`src/rtl/nlqt_pkg.sv`:
```
// Shared types and constants of the neighbor link quality table.
`timescale 1ns / 1ps
package nlqt_pkg;

  // Shared divider: dividend and divisor widths, step counter width.
  localparam int DVD_W = 20;
  localparam int DVS_W = 8;
  localparam int DCNT_W = 5;

  localparam logic [15:0] SEED_METRIC = 16'h0111;
  localparam logic [15:0] METRIC_MAX = 16'hFFFF;
  localparam logic [7:0] TICKS_MAX = 8'hFF;

  // Reciprocal of five for 16-bit operands: (m * FIFTH_RECIP) >> 18 is m / 5.
  localparam logic [15:0] FIFTH_RECIP = 16'hCCCD;

  localparam logic [7:0] RST_UNIT = 8'd10;
  localparam logic [3:0] RST_MISSABLE = 4'd3;
  localparam logic [15:0] RST_MAX_INTERVAL = 16'd120;
  localparam logic [7:0] RST_DELTA = 8'd48;

  localparam logic CMD_PACKET = 1'b0;
  localparam logic CMD_TICK = 1'b1;

  typedef enum logic [1:0] {
    CFG_UNIT = 2'd0,
    CFG_MISSABLE = 2'd1,
    CFG_MAX_INTERVAL = 2'd2,
    CFG_DELTA = 2'd3
  } cfg_idx_t;

  typedef enum logic [1:0] {
    KIND_HANDLED = 2'd0,
    KIND_DROP = 2'd1,
    KIND_TICK = 2'd2
  } kind_t;

  typedef enum logic [1:0] {
    DIV_TICKS = 2'd0,
    DIV_METRIC = 2'd1
  } div_op_t;

  typedef enum logic [9:0] {
    S_IDLE = 10'b0000000001,
    S_SCAN_RD = 10'b0000000010,
    S_SCAN_CMP = 10'b0000000100,
    S_PREP = 10'b0000001000,
    S_WIN = 10'b0000010000,
    S_SHIFT = 10'b0000100000,
    S_DIV = 10'b0001000000,
    S_TK_RD = 10'b0010000000,
    S_TK_UPD = 10'b0100000000,
    S_EMIT = 10'b1000000000
  } state_t;

endpackage

```
`src/rtl/neighbor_link_quality_table_top.sv`:
```
// Neighbor link quality table: slot memory, lookup sequencer and shared divider.
// Packet request: a scan of the slots (one memory read and one compare per slot), a setup step,
//   a division for the beacon time of a beacon or a new sender, a window step, then for a known
//   sender up to HISTORY_BITS shift steps and a division for the metric; an emit step ends it.
//   A full table without a match goes straight to the emit step. One request is worked at a time.
// Tick request: a read step per empty slot; read, update and emit steps per live slot.
// Reset (synchronous, active low) clears valid bits, sequencer and registers; no clearing pass.
`timescale 1ns / 1ps
module neighbor_link_quality_table_top #(
  parameter int TABLE_SLOTS = 16,
  parameter int ADDR_BITS = 16,
  parameter int HISTORY_BITS = 16
) (
  input  logic        clk,
  input  logic        rst_n,
  input  logic        in_valid,
  output logic        in_ready,
  input  logic        in_cmd,
  input  logic [15:0] in_neighbor_addr,
  input  logic        in_is_beacon,
  input  logic [15:0] in_beacon_interval_secs,
  input  logic [7:0]  in_mac_seqno,
  output logic        out_valid,
  input  logic        out_ready,
  output logic [1:0]  out_kind,
  output logic [3:0]  out_slot,
  output logic [15:0] out_entry_addr,
  output logic [15:0] out_link_metric,
  output logic        out_slot_valid,
  output logic        out_notify,
  output logic        out_evicted,
  output logic        out_last,
  input  logic        cfg_valid,
  output logic        cfg_ready,
  input  logic [1:0]  cfg_index,
  input  logic [15:0] cfg_data
);

  localparam int SLOT_W = $clog2(TABLE_SLOTS);
  localparam int CNT_W = $clog2(2 * HISTORY_BITS + 1);
  localparam logic [SLOT_W-1:0] LAST_SLOT = SLOT_W'(TABLE_SLOTS - 1);
  localparam logic [HISTORY_BITS-1:0] HIST_TOP = {1'b1, {(HISTORY_BITS - 1){1'b0}}};

  typedef struct packed {
    logic [ADDR_BITS-1:0]    addr;
    logic [15:0]             metric;
    logic [HISTORY_BITS-1:0] hist;
    logic [CNT_W-1:0]        fail;
    logic [CNT_W-1:0]        succ;
    logic [7:0]              seq;
    logic [15:0]             reported;
    logic [7:0]              exp_ticks;
    logic [7:0]              ticks;
    logic [3:0]              misses;
  } entry_t;

  nlqt_pkg::state_t state_r;
  nlqt_pkg::div_op_t div_op_r;
  nlqt_pkg::kind_t out_kind_r;

  entry_t mem [TABLE_SLOTS];
  entry_t rd_q;
  entry_t ent_r;
  entry_t tk_ent;
  logic wr_en;

  logic [TABLE_SLOTS-1:0] valid_r;
  logic [SLOT_W-1:0] scan_r, slot_r, free_r;
  logic free_ok_r, fresh_r, full_r, tick_r, ev_r, notify_r;

  logic [ADDR_BITS-1:0] in_addr_r;
  logic in_beacon_r;
  logic [15:0] in_interval_r;
  logic [7:0] in_seq_r;

  logic [7:0] unit_r, delta_r;
  logic [3:0] missable_r;
  logic [15:0] max_interval_r;

  logic [nlqt_pkg::DVD_W-1:0] dvd_r;
  logic [nlqt_pkg::DVS_W-1:0] dvs_r;
  logic [nlqt_pkg::DVS_W-1:0] rem_r;
  logic [nlqt_pkg::DCNT_W-1:0] cnt_r;
  logic [CNT_W-1:0] n_r;

  logic out_valid_r, out_slot_valid_r, out_notify_r, out_evicted_r, out_last_r;
  logic [3:0] out_slot_r;
  logic [15:0] out_addr_r, out_metric_r;

  // Helper signals
  logic [ADDR_BITS+15:0] in_addr_ext, ent_addr_ext;
  logic [SLOT_W+3:0] slot_ext;
  logic [7:0] losses;
  logic [9:0] w_sum;
  logic gap_big, win_over;
  logic [HISTORY_BITS-1:0] set_bit;
  logic [CNT_W-1:0] win_f, win_c, sh_f, sh_c, met_f, met_c;
  logic [HISTORY_BITS-1:0] sh_h;
  logic [nlqt_pkg::DVD_W-1:0] met_dvd, dq;
  logic [nlqt_pkg::DVS_W:0] rem_sh, rn;
  logic q_bit;
  logic [7:0] unit_eff, ticks_sat;
  logic [15:0] m_new, scale_sat;
  logic [31:0] fifth_prod;
  logic [16:0] scale_sum;
  logic notify_now, later_v, emit_go;
  logic [7:0] tk_ticks;
  logic [3:0] tk_misses;

  assign in_ready = (state_r == nlqt_pkg::S_IDLE);
  assign cfg_ready = 1'b1;
  assign emit_go = (state_r == nlqt_pkg::S_EMIT) && (!out_valid_r || out_ready);
  assign wr_en = emit_go && !full_r;

  // Slot memory: one write port, one registered read port.
  always_ff @(posedge clk) begin
    if (wr_en) begin
      mem[slot_r] <= ent_r;
    end
    rd_q <= mem[scan_r];
  end

  assign in_addr_ext = {{ADDR_BITS{1'b0}}, in_neighbor_addr};
  assign ent_addr_ext = {16'h0000, ent_r.addr};
  assign slot_ext = {4'h0, slot_r};

  assign losses = in_seq_r - ent_r.seq - 8'd1;
  assign w_sum = 10'(ent_r.fail) + 10'(ent_r.succ) + 10'(losses);
  assign gap_big = (10'(losses) >= 10'(HISTORY_BITS));
  assign win_over = (w_sum >= 10'(HISTORY_BITS));

  always_comb begin
    for (int i = 0; i < HISTORY_BITS; i++) begin
      set_bit[i] = (w_sum == 10'(i));
    end
  end

  assign win_f = gap_big ? CNT_W'(HISTORY_BITS - 1) : ent_r.fail + CNT_W'(losses);
  assign win_c = gap_big ? CNT_W'(1) : ent_r.succ + CNT_W'(1);

  // One window shift step: the oldest bit leaves and its count drops.
  assign sh_h = ent_r.hist >> 1;
  assign sh_c = ent_r.hist[0] ? ent_r.succ - CNT_W'(1) : ent_r.succ;
  assign sh_f = ent_r.hist[0] ? ent_r.fail : ent_r.fail - CNT_W'(1);

  assign met_f = (state_r == nlqt_pkg::S_SHIFT) ? sh_f : win_f;
  assign met_c = (state_r == nlqt_pkg::S_SHIFT) ? sh_c : win_c;
  assign met_dvd = nlqt_pkg::DVD_W'({met_f, 8'h00}) - nlqt_pkg::DVD_W'(met_f);

  // A missed beacon scales the metric by 6/5, written as m + m/5.
  assign fifth_prod = 32'(rd_q.metric) * 32'(nlqt_pkg::FIFTH_RECIP);
  assign scale_sum = {1'b0, rd_q.metric} + 17'(fifth_prod[31:18]);
  assign scale_sat = scale_sum[16] ? nlqt_pkg::METRIC_MAX : scale_sum[15:0];

  assign unit_eff = (unit_r == 8'd0) ? 8'd1 : unit_r;

  // Restoring divider step.
  assign rem_sh = {rem_r, dvd_r[nlqt_pkg::DVD_W-1]};
  assign q_bit = (rem_sh >= {1'b0, dvs_r});
  assign rn = q_bit ? rem_sh - {1'b0, dvs_r} : rem_sh;
  assign dq = {dvd_r[nlqt_pkg::DVD_W-2:0], q_bit};

  assign ticks_sat = (dq >= nlqt_pkg::DVD_W'(nlqt_pkg::TICKS_MAX)) ? nlqt_pkg::TICKS_MAX :
                     8'(dq) + 8'd1;
  assign m_new = 16'(dq) + 16'd1;
  assign notify_now = ({2'b00, m_new} > {2'b00, ent_r.reported} + 18'(delta_r)) ||
                      ({2'b00, m_new} + 18'(delta_r) < {2'b00, ent_r.reported});

  always_comb begin
    later_v = 1'b0;
    for (int i = 0; i < TABLE_SLOTS; i++) begin
      if (valid_r[i] && (i > int'(scan_r))) begin
        later_v = 1'b1;
      end
    end
  end

  assign tk_ticks = rd_q.ticks - 8'd1;
  assign tk_misses = rd_q.misses - 4'd1;

  // Entry after one tick: the metric is scaled only when the slot survives the miss.
  always_comb begin
    tk_ent = rd_q;
    if (tk_ticks == 8'd0) begin
      tk_ent.ticks = rd_q.exp_ticks;
      tk_ent.misses = tk_misses;
      if (tk_misses != 4'd0) begin
        tk_ent.metric = scale_sat;
      end
    end else begin
      tk_ent.ticks = tk_ticks;
    end
  end

  // Configuration registers.
  always_ff @(posedge clk) begin
    if (!rst_n) begin
      unit_r <= nlqt_pkg::RST_UNIT;
      missable_r <= nlqt_pkg::RST_MISSABLE;
      max_interval_r <= nlqt_pkg::RST_MAX_INTERVAL;
      delta_r <= nlqt_pkg::RST_DELTA;
    end else if (cfg_valid && cfg_ready) begin
      unique case (nlqt_pkg::cfg_idx_t'(cfg_index))
        nlqt_pkg::CFG_UNIT: unit_r <= cfg_data[7:0];
        nlqt_pkg::CFG_MISSABLE: missable_r <= cfg_data[3:0];
        nlqt_pkg::CFG_MAX_INTERVAL: max_interval_r <= cfg_data;
        nlqt_pkg::CFG_DELTA: delta_r <= cfg_data[7:0];
        default: ;
      endcase
    end
  end

  // Payload registers of the sequencer.
  always_ff @(posedge clk) begin
    if (in_valid && in_ready) begin
      in_addr_r <= in_addr_ext[ADDR_BITS-1:0];
      in_beacon_r <= in_is_beacon;
      in_interval_r <= in_beacon_interval_secs;
      in_seq_r <= in_mac_seqno;
    end
    unique case (state_r)
      nlqt_pkg::S_SCAN_CMP: begin
        if (valid_r[scan_r] && rd_q.addr == in_addr_r) begin
          ent_r <= rd_q;
          slot_r <= scan_r;
        end else if (scan_r == LAST_SLOT) begin
          slot_r <= free_ok_r ? free_r : scan_r;
          ent_r.addr <= in_addr_r;
        end
        if (!valid_r[scan_r] && !free_ok_r) begin
          free_r <= scan_r;
        end
      end
      nlqt_pkg::S_PREP: begin
        dvs_r <= unit_eff;
        rem_r <= '0;
        cnt_r <= nlqt_pkg::DCNT_W'(nlqt_pkg::DVD_W);
        div_op_r <= nlqt_pkg::DIV_TICKS;
        dvd_r <= nlqt_pkg::DVD_W'(in_beacon_r ? in_interval_r : max_interval_r);
      end
      nlqt_pkg::S_WIN: begin
        ent_r.ticks <= ent_r.exp_ticks;
        ent_r.misses <= missable_r;
        ent_r.seq <= in_seq_r;
        if (fresh_r) begin
          ent_r.addr <= in_addr_r;
          ent_r.metric <= nlqt_pkg::SEED_METRIC;
          ent_r.reported <= nlqt_pkg::SEED_METRIC;
          ent_r.hist <= '0;
          ent_r.fail <= '0;
          ent_r.succ <= '0;
        end else begin
          ent_r.fail <= win_f;
          ent_r.succ <= win_c;
          n_r <= CNT_W'(losses) + CNT_W'(1);
          if (gap_big) begin
            ent_r.hist <= HIST_TOP;
          end else if (!win_over) begin
            ent_r.hist <= ent_r.hist | set_bit;
          end
          dvd_r <= met_dvd;
          dvs_r <= nlqt_pkg::DVS_W'(met_f + met_c);
          rem_r <= '0;
          cnt_r <= nlqt_pkg::DCNT_W'(nlqt_pkg::DVD_W);
          div_op_r <= nlqt_pkg::DIV_METRIC;
        end
      end
      nlqt_pkg::S_SHIFT: begin
        ent_r.fail <= sh_f;
        ent_r.succ <= sh_c;
        ent_r.hist <= (n_r == CNT_W'(1)) ? (sh_h | HIST_TOP) : sh_h;
        n_r <= n_r - CNT_W'(1);
        dvd_r <= met_dvd;
        dvs_r <= nlqt_pkg::DVS_W'(met_f + met_c);
        rem_r <= '0;
        cnt_r <= nlqt_pkg::DCNT_W'(nlqt_pkg::DVD_W);
      end
      nlqt_pkg::S_DIV: begin
        dvd_r <= dq;
        rem_r <= rn[nlqt_pkg::DVS_W-1:0];
        cnt_r <= cnt_r - nlqt_pkg::DCNT_W'(1);
        if (cnt_r == nlqt_pkg::DCNT_W'(1)) begin
          unique case (div_op_r)
            nlqt_pkg::DIV_TICKS: ent_r.exp_ticks <= ticks_sat;
            nlqt_pkg::DIV_METRIC: begin
              ent_r.metric <= m_new;
              if (notify_now) begin
                ent_r.reported <= m_new;
              end
            end
            default: ;
          endcase
        end
      end
      nlqt_pkg::S_TK_UPD: begin
        ent_r <= tk_ent;
        slot_r <= scan_r;
      end
      default: ;
    endcase
    if (emit_go) begin
      out_kind_r <= tick_r ? nlqt_pkg::KIND_TICK :
                    (full_r ? nlqt_pkg::KIND_DROP : nlqt_pkg::KIND_HANDLED);
      out_slot_r <= full_r ? 4'h0 : slot_ext[3:0];
      out_addr_r <= ent_addr_ext[15:0];
      out_metric_r <= full_r ? 16'h0000 : ent_r.metric;
      out_slot_valid_r <= tick_r ? !ev_r : !full_r;
      out_notify_r <= tick_r ? ev_r : notify_r;
      out_evicted_r <= tick_r && ev_r;
      out_last_r <= tick_r ? !later_v : 1'b1;
    end
  end

  // Control: sequencer state, valid bits, flags and output valid.
  always_ff @(posedge clk) begin
    if (!rst_n) begin
      state_r <= nlqt_pkg::S_IDLE;
      valid_r <= '0;
      scan_r <= '0;
      free_ok_r <= 1'b0;
      fresh_r <= 1'b0;
      full_r <= 1'b0;
      tick_r <= 1'b0;
      ev_r <= 1'b0;
      notify_r <= 1'b0;
      out_valid_r <= 1'b0;
    end else begin
      if (emit_go) begin
        out_valid_r <= 1'b1;
      end else if (out_ready) begin
        out_valid_r <= 1'b0;
      end
      unique case (state_r)
        nlqt_pkg::S_IDLE: begin
          if (in_valid) begin
            scan_r <= '0;
            free_ok_r <= 1'b0;
            fresh_r <= 1'b0;
            full_r <= 1'b0;
            ev_r <= 1'b0;
            notify_r <= 1'b0;
            tick_r <= (in_cmd == nlqt_pkg::CMD_TICK);
            state_r <= (in_cmd == nlqt_pkg::CMD_TICK) ? nlqt_pkg::S_TK_RD :
                       nlqt_pkg::S_SCAN_RD;
          end
        end
        nlqt_pkg::S_SCAN_RD: state_r <= nlqt_pkg::S_SCAN_CMP;
        nlqt_pkg::S_SCAN_CMP: begin
          if (!valid_r[scan_r]) begin
            free_ok_r <= 1'b1;
          end
          if (valid_r[scan_r] && rd_q.addr == in_addr_r) begin
            state_r <= nlqt_pkg::S_PREP;
          end else if (scan_r == LAST_SLOT) begin
            if (free_ok_r || !valid_r[scan_r]) begin
              fresh_r <= 1'b1;
              state_r <= nlqt_pkg::S_PREP;
            end else begin
              full_r <= 1'b1;
              state_r <= nlqt_pkg::S_EMIT;
            end
          end else begin
            scan_r <= scan_r + SLOT_W'(1);
            state_r <= nlqt_pkg::S_SCAN_RD;
          end
        end
        nlqt_pkg::S_PREP: begin
          state_r <= (in_beacon_r || fresh_r) ? nlqt_pkg::S_DIV : nlqt_pkg::S_WIN;
        end
        nlqt_pkg::S_WIN: begin
          if (fresh_r) begin
            valid_r[slot_r] <= 1'b1;
            state_r <= nlqt_pkg::S_EMIT;
          end else if (!gap_big && win_over) begin
            state_r <= nlqt_pkg::S_SHIFT;
          end else begin
            state_r <= nlqt_pkg::S_DIV;
          end
        end
        nlqt_pkg::S_SHIFT: begin
          if (n_r == CNT_W'(1)) begin
            state_r <= nlqt_pkg::S_DIV;
          end
        end
        nlqt_pkg::S_DIV: begin
          if (cnt_r == nlqt_pkg::DCNT_W'(1)) begin
            if (div_op_r == nlqt_pkg::DIV_TICKS) begin
              state_r <= nlqt_pkg::S_WIN;
            end else begin
              notify_r <= notify_now;
              state_r <= nlqt_pkg::S_EMIT;
            end
          end
        end
        nlqt_pkg::S_TK_RD: begin
          ev_r <= 1'b0;
          if (valid_r[scan_r]) begin
            state_r <= nlqt_pkg::S_TK_UPD;
          end else if (scan_r == LAST_SLOT) begin
            state_r <= nlqt_pkg::S_IDLE;
          end else begin
            scan_r <= scan_r + SLOT_W'(1);
          end
        end
        nlqt_pkg::S_TK_UPD: begin
          if (tk_ticks == 8'd0 && tk_misses == 4'd0) begin
            valid_r[scan_r] <= 1'b0;
            ev_r <= 1'b1;
          end
          state_r <= nlqt_pkg::S_EMIT;
        end
        nlqt_pkg::S_EMIT: begin
          if (emit_go) begin
            if (tick_r && scan_r != LAST_SLOT) begin
              scan_r <= scan_r + SLOT_W'(1);
              state_r <= nlqt_pkg::S_TK_RD;
            end else begin
              state_r <= nlqt_pkg::S_IDLE;
            end
          end
        end
        default: state_r <= nlqt_pkg::S_IDLE;
      endcase
    end
  end

  assign out_valid = out_valid_r;
  assign out_kind = out_kind_r;
  assign out_slot = out_slot_r;
  assign out_entry_addr = out_addr_r;
  assign out_link_metric = out_metric_r;
  assign out_slot_valid = out_slot_valid_r;
  assign out_notify = out_notify_r;
  assign out_evicted = out_evicted_r;
  assign out_last = out_last_r;

  a_evict_flags: assert property (@(posedge clk) disable iff (!rst_n)
    (out_valid && out_evicted) |-> (out_notify && !out_slot_valid))
    else $error("evicted result without notify or with a live slot");

  a_drop_last: assert property (@(posedge clk) disable iff (!rst_n)
    (out_valid && out_kind == nlqt_pkg::KIND_DROP) |-> (out_last && !out_slot_valid))
    else $error("dropped request result is malformed");

  a_busy_after_accept: assert property (@(posedge clk) disable iff (!rst_n)
    (in_valid && in_ready) |=> !in_ready)
    else $error("input accepted twice in a row");

  a_div_count: assert property (@(posedge clk) disable iff (!rst_n)
    (state_r == nlqt_pkg::S_DIV) |-> (cnt_r != '0))
    else $error("divider running with an empty step count");

endmodule
```
`config.mk`:
```
export PLATFORM = sky130hd
export DESIGN_NAME = neighbor_link_quality_table_top
export DESIGN_NICKNAME = d
export VERILOG_FILES = /design/src/rtl/nlqt_pkg.sv /design/src/rtl/neighbor_link_quality_table_top.sv
export SDC_FILE = /design/constraint.sdc
export NUM_CORES = 2
export LEC_CHECK = 0
export ABC_AREA = 1
export BUFFER_PORTS_ARGS = -buffer_cell sky130_fd_sc_hd__buf_2
export CORE_ASPECT_RATIO = 2
export CORE_MARGIN = 2
export CORE_UTILIZATION = 60
export CTS_CLUSTER_DIAMETER = 150
export DETAILED_ROUTE_END_ITERATION = 10
export PLACE_DENSITY_LB_ADDON = 0.15
export SLEW_MARGIN = 20
export SYNTH_ARGS = -nofsm -noshare
export SYNTH_HDL_FRONTEND = slang
export SYNTH_SLANG_ARGS = --single-unit
export TNS_END_PERCENT = 100
```
`constraint.sdc`:
```
create_clock -name clk -period 28.8 [get_ports clk]
set_input_delay 2.88 -clock clk [delete_from_list [all_inputs] [get_ports clk]]
set_output_delay 2.88 -clock clk [all_outputs]
set_load 0.005 [all_outputs]
```
==> results.txt <==
The die is roughly 280 µm wide. The tightest hold margin is 0.459 ns. The worst setup path is captured at a flop. The count of endpoints failing setup in the final report is 0.

The worst setup path is of the reg -> reg kind. The sum of routed wire length over all layers came out at around 260 mm. The floorplan has 201 rows.

The proportion of synthesized chip area in sequential cells is 67.2%. The clock tree from TritonCTS is done. The share of final-layout standard cells stronger than drive strength 1 came out at ~7.5%. The detailed-placement wirelength estimate is 155 mm. The internal portion of total power came out at 5050 µW. The detailed router finished its first iteration with between 5k and 6k violations. The routed length per instance came out at approximately 27 µm. The worst hold-check path type is reg -> reg. The clock network power share came out at a little over a third. The synthesized area divided by synthesized cell count is roughly 12 µm². In the layout the commonest cells are 1,907 x edfxtp_1, 1,146 x nor2_1, 977 x o21ai_0. The flow ran to the end, and the final reports show no timing, DRC or antenna violations. The arrival time of data at the critical path endpoint came out at roughly 8.4 ns. The number of CTS-inserted buffers came out at about 180. The worst vdd rail ir drop came out at slightly below 0.06 mV. The post-synthesis to final-layout area growth came out at 9.26%. The critical-path maximum fanout is 13.

The final weighted congestion of routability-driven global placement is 0.959. The clock insertion delay at the later pin of the skew report came out at between 0.8 and 0.9 ns. The number of port buffers is between 100 and 150. Setup repair after global routing left no endpoint under its margin. The area inside the core boundary is 0.150 mm².

The via count of the first global-routing pass is approximately 60k. The via count normalized by instance count is between 6 and 7. The distinct cell type count of the synthesized netlist is 60. The max-slew violation count came to 0.

The worst-case register-to-register setup slack came out at approximately 21 ns. The slowest cell on the critical path is dfxtp_1. The final-report hold violation count was 0. The final worst-path cycle share is about 27%. The switching part of the total came out at approximately 27%.

The critical path starts at rd_q[81]. Timing would allow up to roughly 130 MHz. CTS placed an instance of clkbuf_16 at the clock tree root. The required time reported for the critical path endpoint came out at roughly 29 ns.

The first-pass GRT wire length came out at approximately 380 mm. The combined area of the multi-input logic cells is between 0.02 and 0.03 mm². Counting flops with an async set or reset pin after synthesis yields a share of 0%. The worst-case clock skew came out at 0.0989 ns. The areal power density over the cells is 69.9 mW/mm². The first detailed-routing pass ran for 6 iterations. The worst hold path was traced through 2 stages. The non-filler instance count after layout came out at 9,612. The overflow left after global routing came out at 0. After routing, the total negative slack on setup checks comes to 0 ns. The filler cells instantiated in the layout total roughly 11k. In this run the critical register-to-register path is captured at ent_r[80]. The most common library cell in the layout ignoring fill and taps is edfxtp_1. The number of nets in the finished design is around 7.9k. In the post-route analysis, the smallest setup slack over all paths is ~21 ns. The total net switching power came out at 1860 µW. The initial antenna violation count is 9. The analysis attributes to cell leakage a power of approximately 0.036 µW. The net count of the mapped netlist came out at just under 8k. After clock tree synthesis, the setup repair step added 0 buffers. Across the run, the number of max-cap violations was 0. The die covers 0.154 mm². The clock transition time at the flip-flop clock pins of the worst setup and hold paths is approximately 0.07 ns.

The post-route DRC violation count is 0. For this run, the number of Yosys warnings is 0. The number of enable-type register cells in the synthesized netlist is 1,907. The worst hold path terminates at max_interval_r[5].

The top-level port count is 110. The hold buffer count at CTS is 0. The cell area after synthesis is ~0.090 mm².

The number of gates resized after cts came out at 0. The cell count of the worst reg-to-reg path came out at 28. In the synthesized netlist the dominant register cell turns out to be edfxtp_1. The share of power burned in combinational logic is between 10% and 20%. The delay of the slowest cell on the worst path came out at 0.66 ns. The worst path in the final design needs a cycle of approximately 7.9 ns, including I/O delays and setup. The sequential power share came out at between 40% and 50%. The pre-CTS setup slack is between 20 and 25 ns. Entering global routing, the biggest net connects 200 pins. Global routing used 33.7% of the available tracks across all layers. The slew at the pin closest to its max-slew limit came out at 1.19 ns.

The worst relative slew slack is about a fifth. The number of H-tree levels came out at 4. Summing over every cut layer, the via total after detailed routing is 61.2k.

The final cell utilization of the core came out at roughly 66%. The most numerous cell type found on the critical path is fa_1. The number of buffers on the longest clock path came out at 4. The worst register-to-register path begins at rd_q[81].

The initial core utilization is between 60% and 70%. The chip height came out at between 500 and 600 µm. The number of nets with antenna violations after detailed routing came out at 0.

The footprint of the flip-flops and latches came out at approximately 0.061 mm². STA classifies the critical path startpoint as a flop. The number of instances in the synthesized netlist is ~7.5k. The clock net sink count came out at 2,084.

The total placed cells including tap cells came out at ~9.3k. The startpoint identified for the worst hold timing path is max_interval_r[5]. In this run, synthesis produced a sequential element count of between 2k and 2.5k.
worst max path at each step:
| stage | to |
|---|---|
| after floorplan | mem[11][0] |
| after global placement | ent_r[76] |
| after detailed placement | ent_r[80] |
| after CTS | ent_r[80] |
| after global routing | ent_r[80] |
| final | ent_r[80] |
synth_stat cells, drive strengths merged (2+ instances only):
cell	number	area (µm²)
a211oi	9	67.6
a21o	4	30.0
a21oi	200	1000
a221o	2	20.0
a22o	14	123
a22oi	7	52.6
a31oi	7	43.8
a32o	2	20.0
buf	92	450
clkbuf	283	1060
clkinv	3	11.3
dfxtp	177	3540
edfxtp	1907	57300
fa	94	1880
ha	240	3000
inv	590	2210
mux2	12	135
mux2i	87	871
nand2	734	2770
nand3	112	576
nand3b	2	15.0
nand4	53	332
nor2	1178	4500
nor3	67	373
nor4	13	81.3
o2111ai	3	26.3
o211ai	36	270
o21a	8	60.1
o21ai	1005	5030
o21bai	25	203
o221ai	202	1770
o22ai	195	1220
o31ai	7	52.6
o32ai	21	184
or2	12	75.1
xnor2	39	342
xor2	78	691
state kept, by name (all words and copies together) (netlist names), 16 cells and up:
register         count
out_link_metric     16
ent_r               88
valid_r             16
out_entry_addr      16
dvd_r               20
ent_addr_ext        16
in_addr_r           16
max_interval_r      16
mem               1664
rd_q               104
in_interval_r       16
layer usage:
| metal | GRT usage, % | share of wire, % |
|---|---|---|
| met1 | 39.6 | 35 |
| met2 | 59.2 | 51 |
| met3 | 3.92 | 7.3 |
| met4 | 20.8 | 7.0 |
| met5 | 0 | 0.026 |
worst max-delay path: cells and delay by family (launching register included):
family,cells,cell delay (ns)
flip-flops,1,0.66
adder cells (fa/ha/maj),8,3.52
AO/OA/AOI/OAI,8,1.76
AND/OR/NAND/NOR,7,1.30
buffers and inverters,4,0.20
XOR/XNOR,1,0.16
power groups by stage:
stage          combinational (µW)  clock [µW]  sequential [µW]
4_1_cts                      1170        2460             3300
2_1_floorplan                 799           0             3360
3_5_place_dp                 1160           0             3370
6_report                     1170        2440             3300
3_3_place_gp                 1150           0             3370
5_1_grt                      1290        2570             3300
logic make-up (layout without fill, tap and decap cells):
logic type | count (synthesis) | count (layout) | synth area share (%)
other | 1 | 4 | 0.00415
buffers and inverters | 968 | 1121 | 4.13
muxes | 99 | 99 | 1.11
xor gates and xnor gates | 117 | 117 | 1.14
AOI/OAI and AO/OA | 1752 | 1752 | 11.3
adders and majority gates | 334 | 334 | 5.40
DFF | 2084 | 2084 | 67.2
and+or+nand+nor | 2173 | 2173 | 9.66
layout make-up:
class                      instances  area share [%]
antenna                            3         0.00760
clock buffer                     234            4.98
clock inverter                    94           0.961
inverter                         593            2.28
multi-input combinational       4476            26.4
sequential                      2084            61.6
tap                             1928            2.44
timing repair buffer             200            1.40
metrics by stage:
step                instance area (µm²)  power (µW)
detailed placement                92900        4530
global route                      98800        7160
finish                            98800        6910
CTS                               98800        6930
floorplan                         90400        4160
global placement                  92900        4520
No activity file was read; power rests on OpenSTA's default activity.
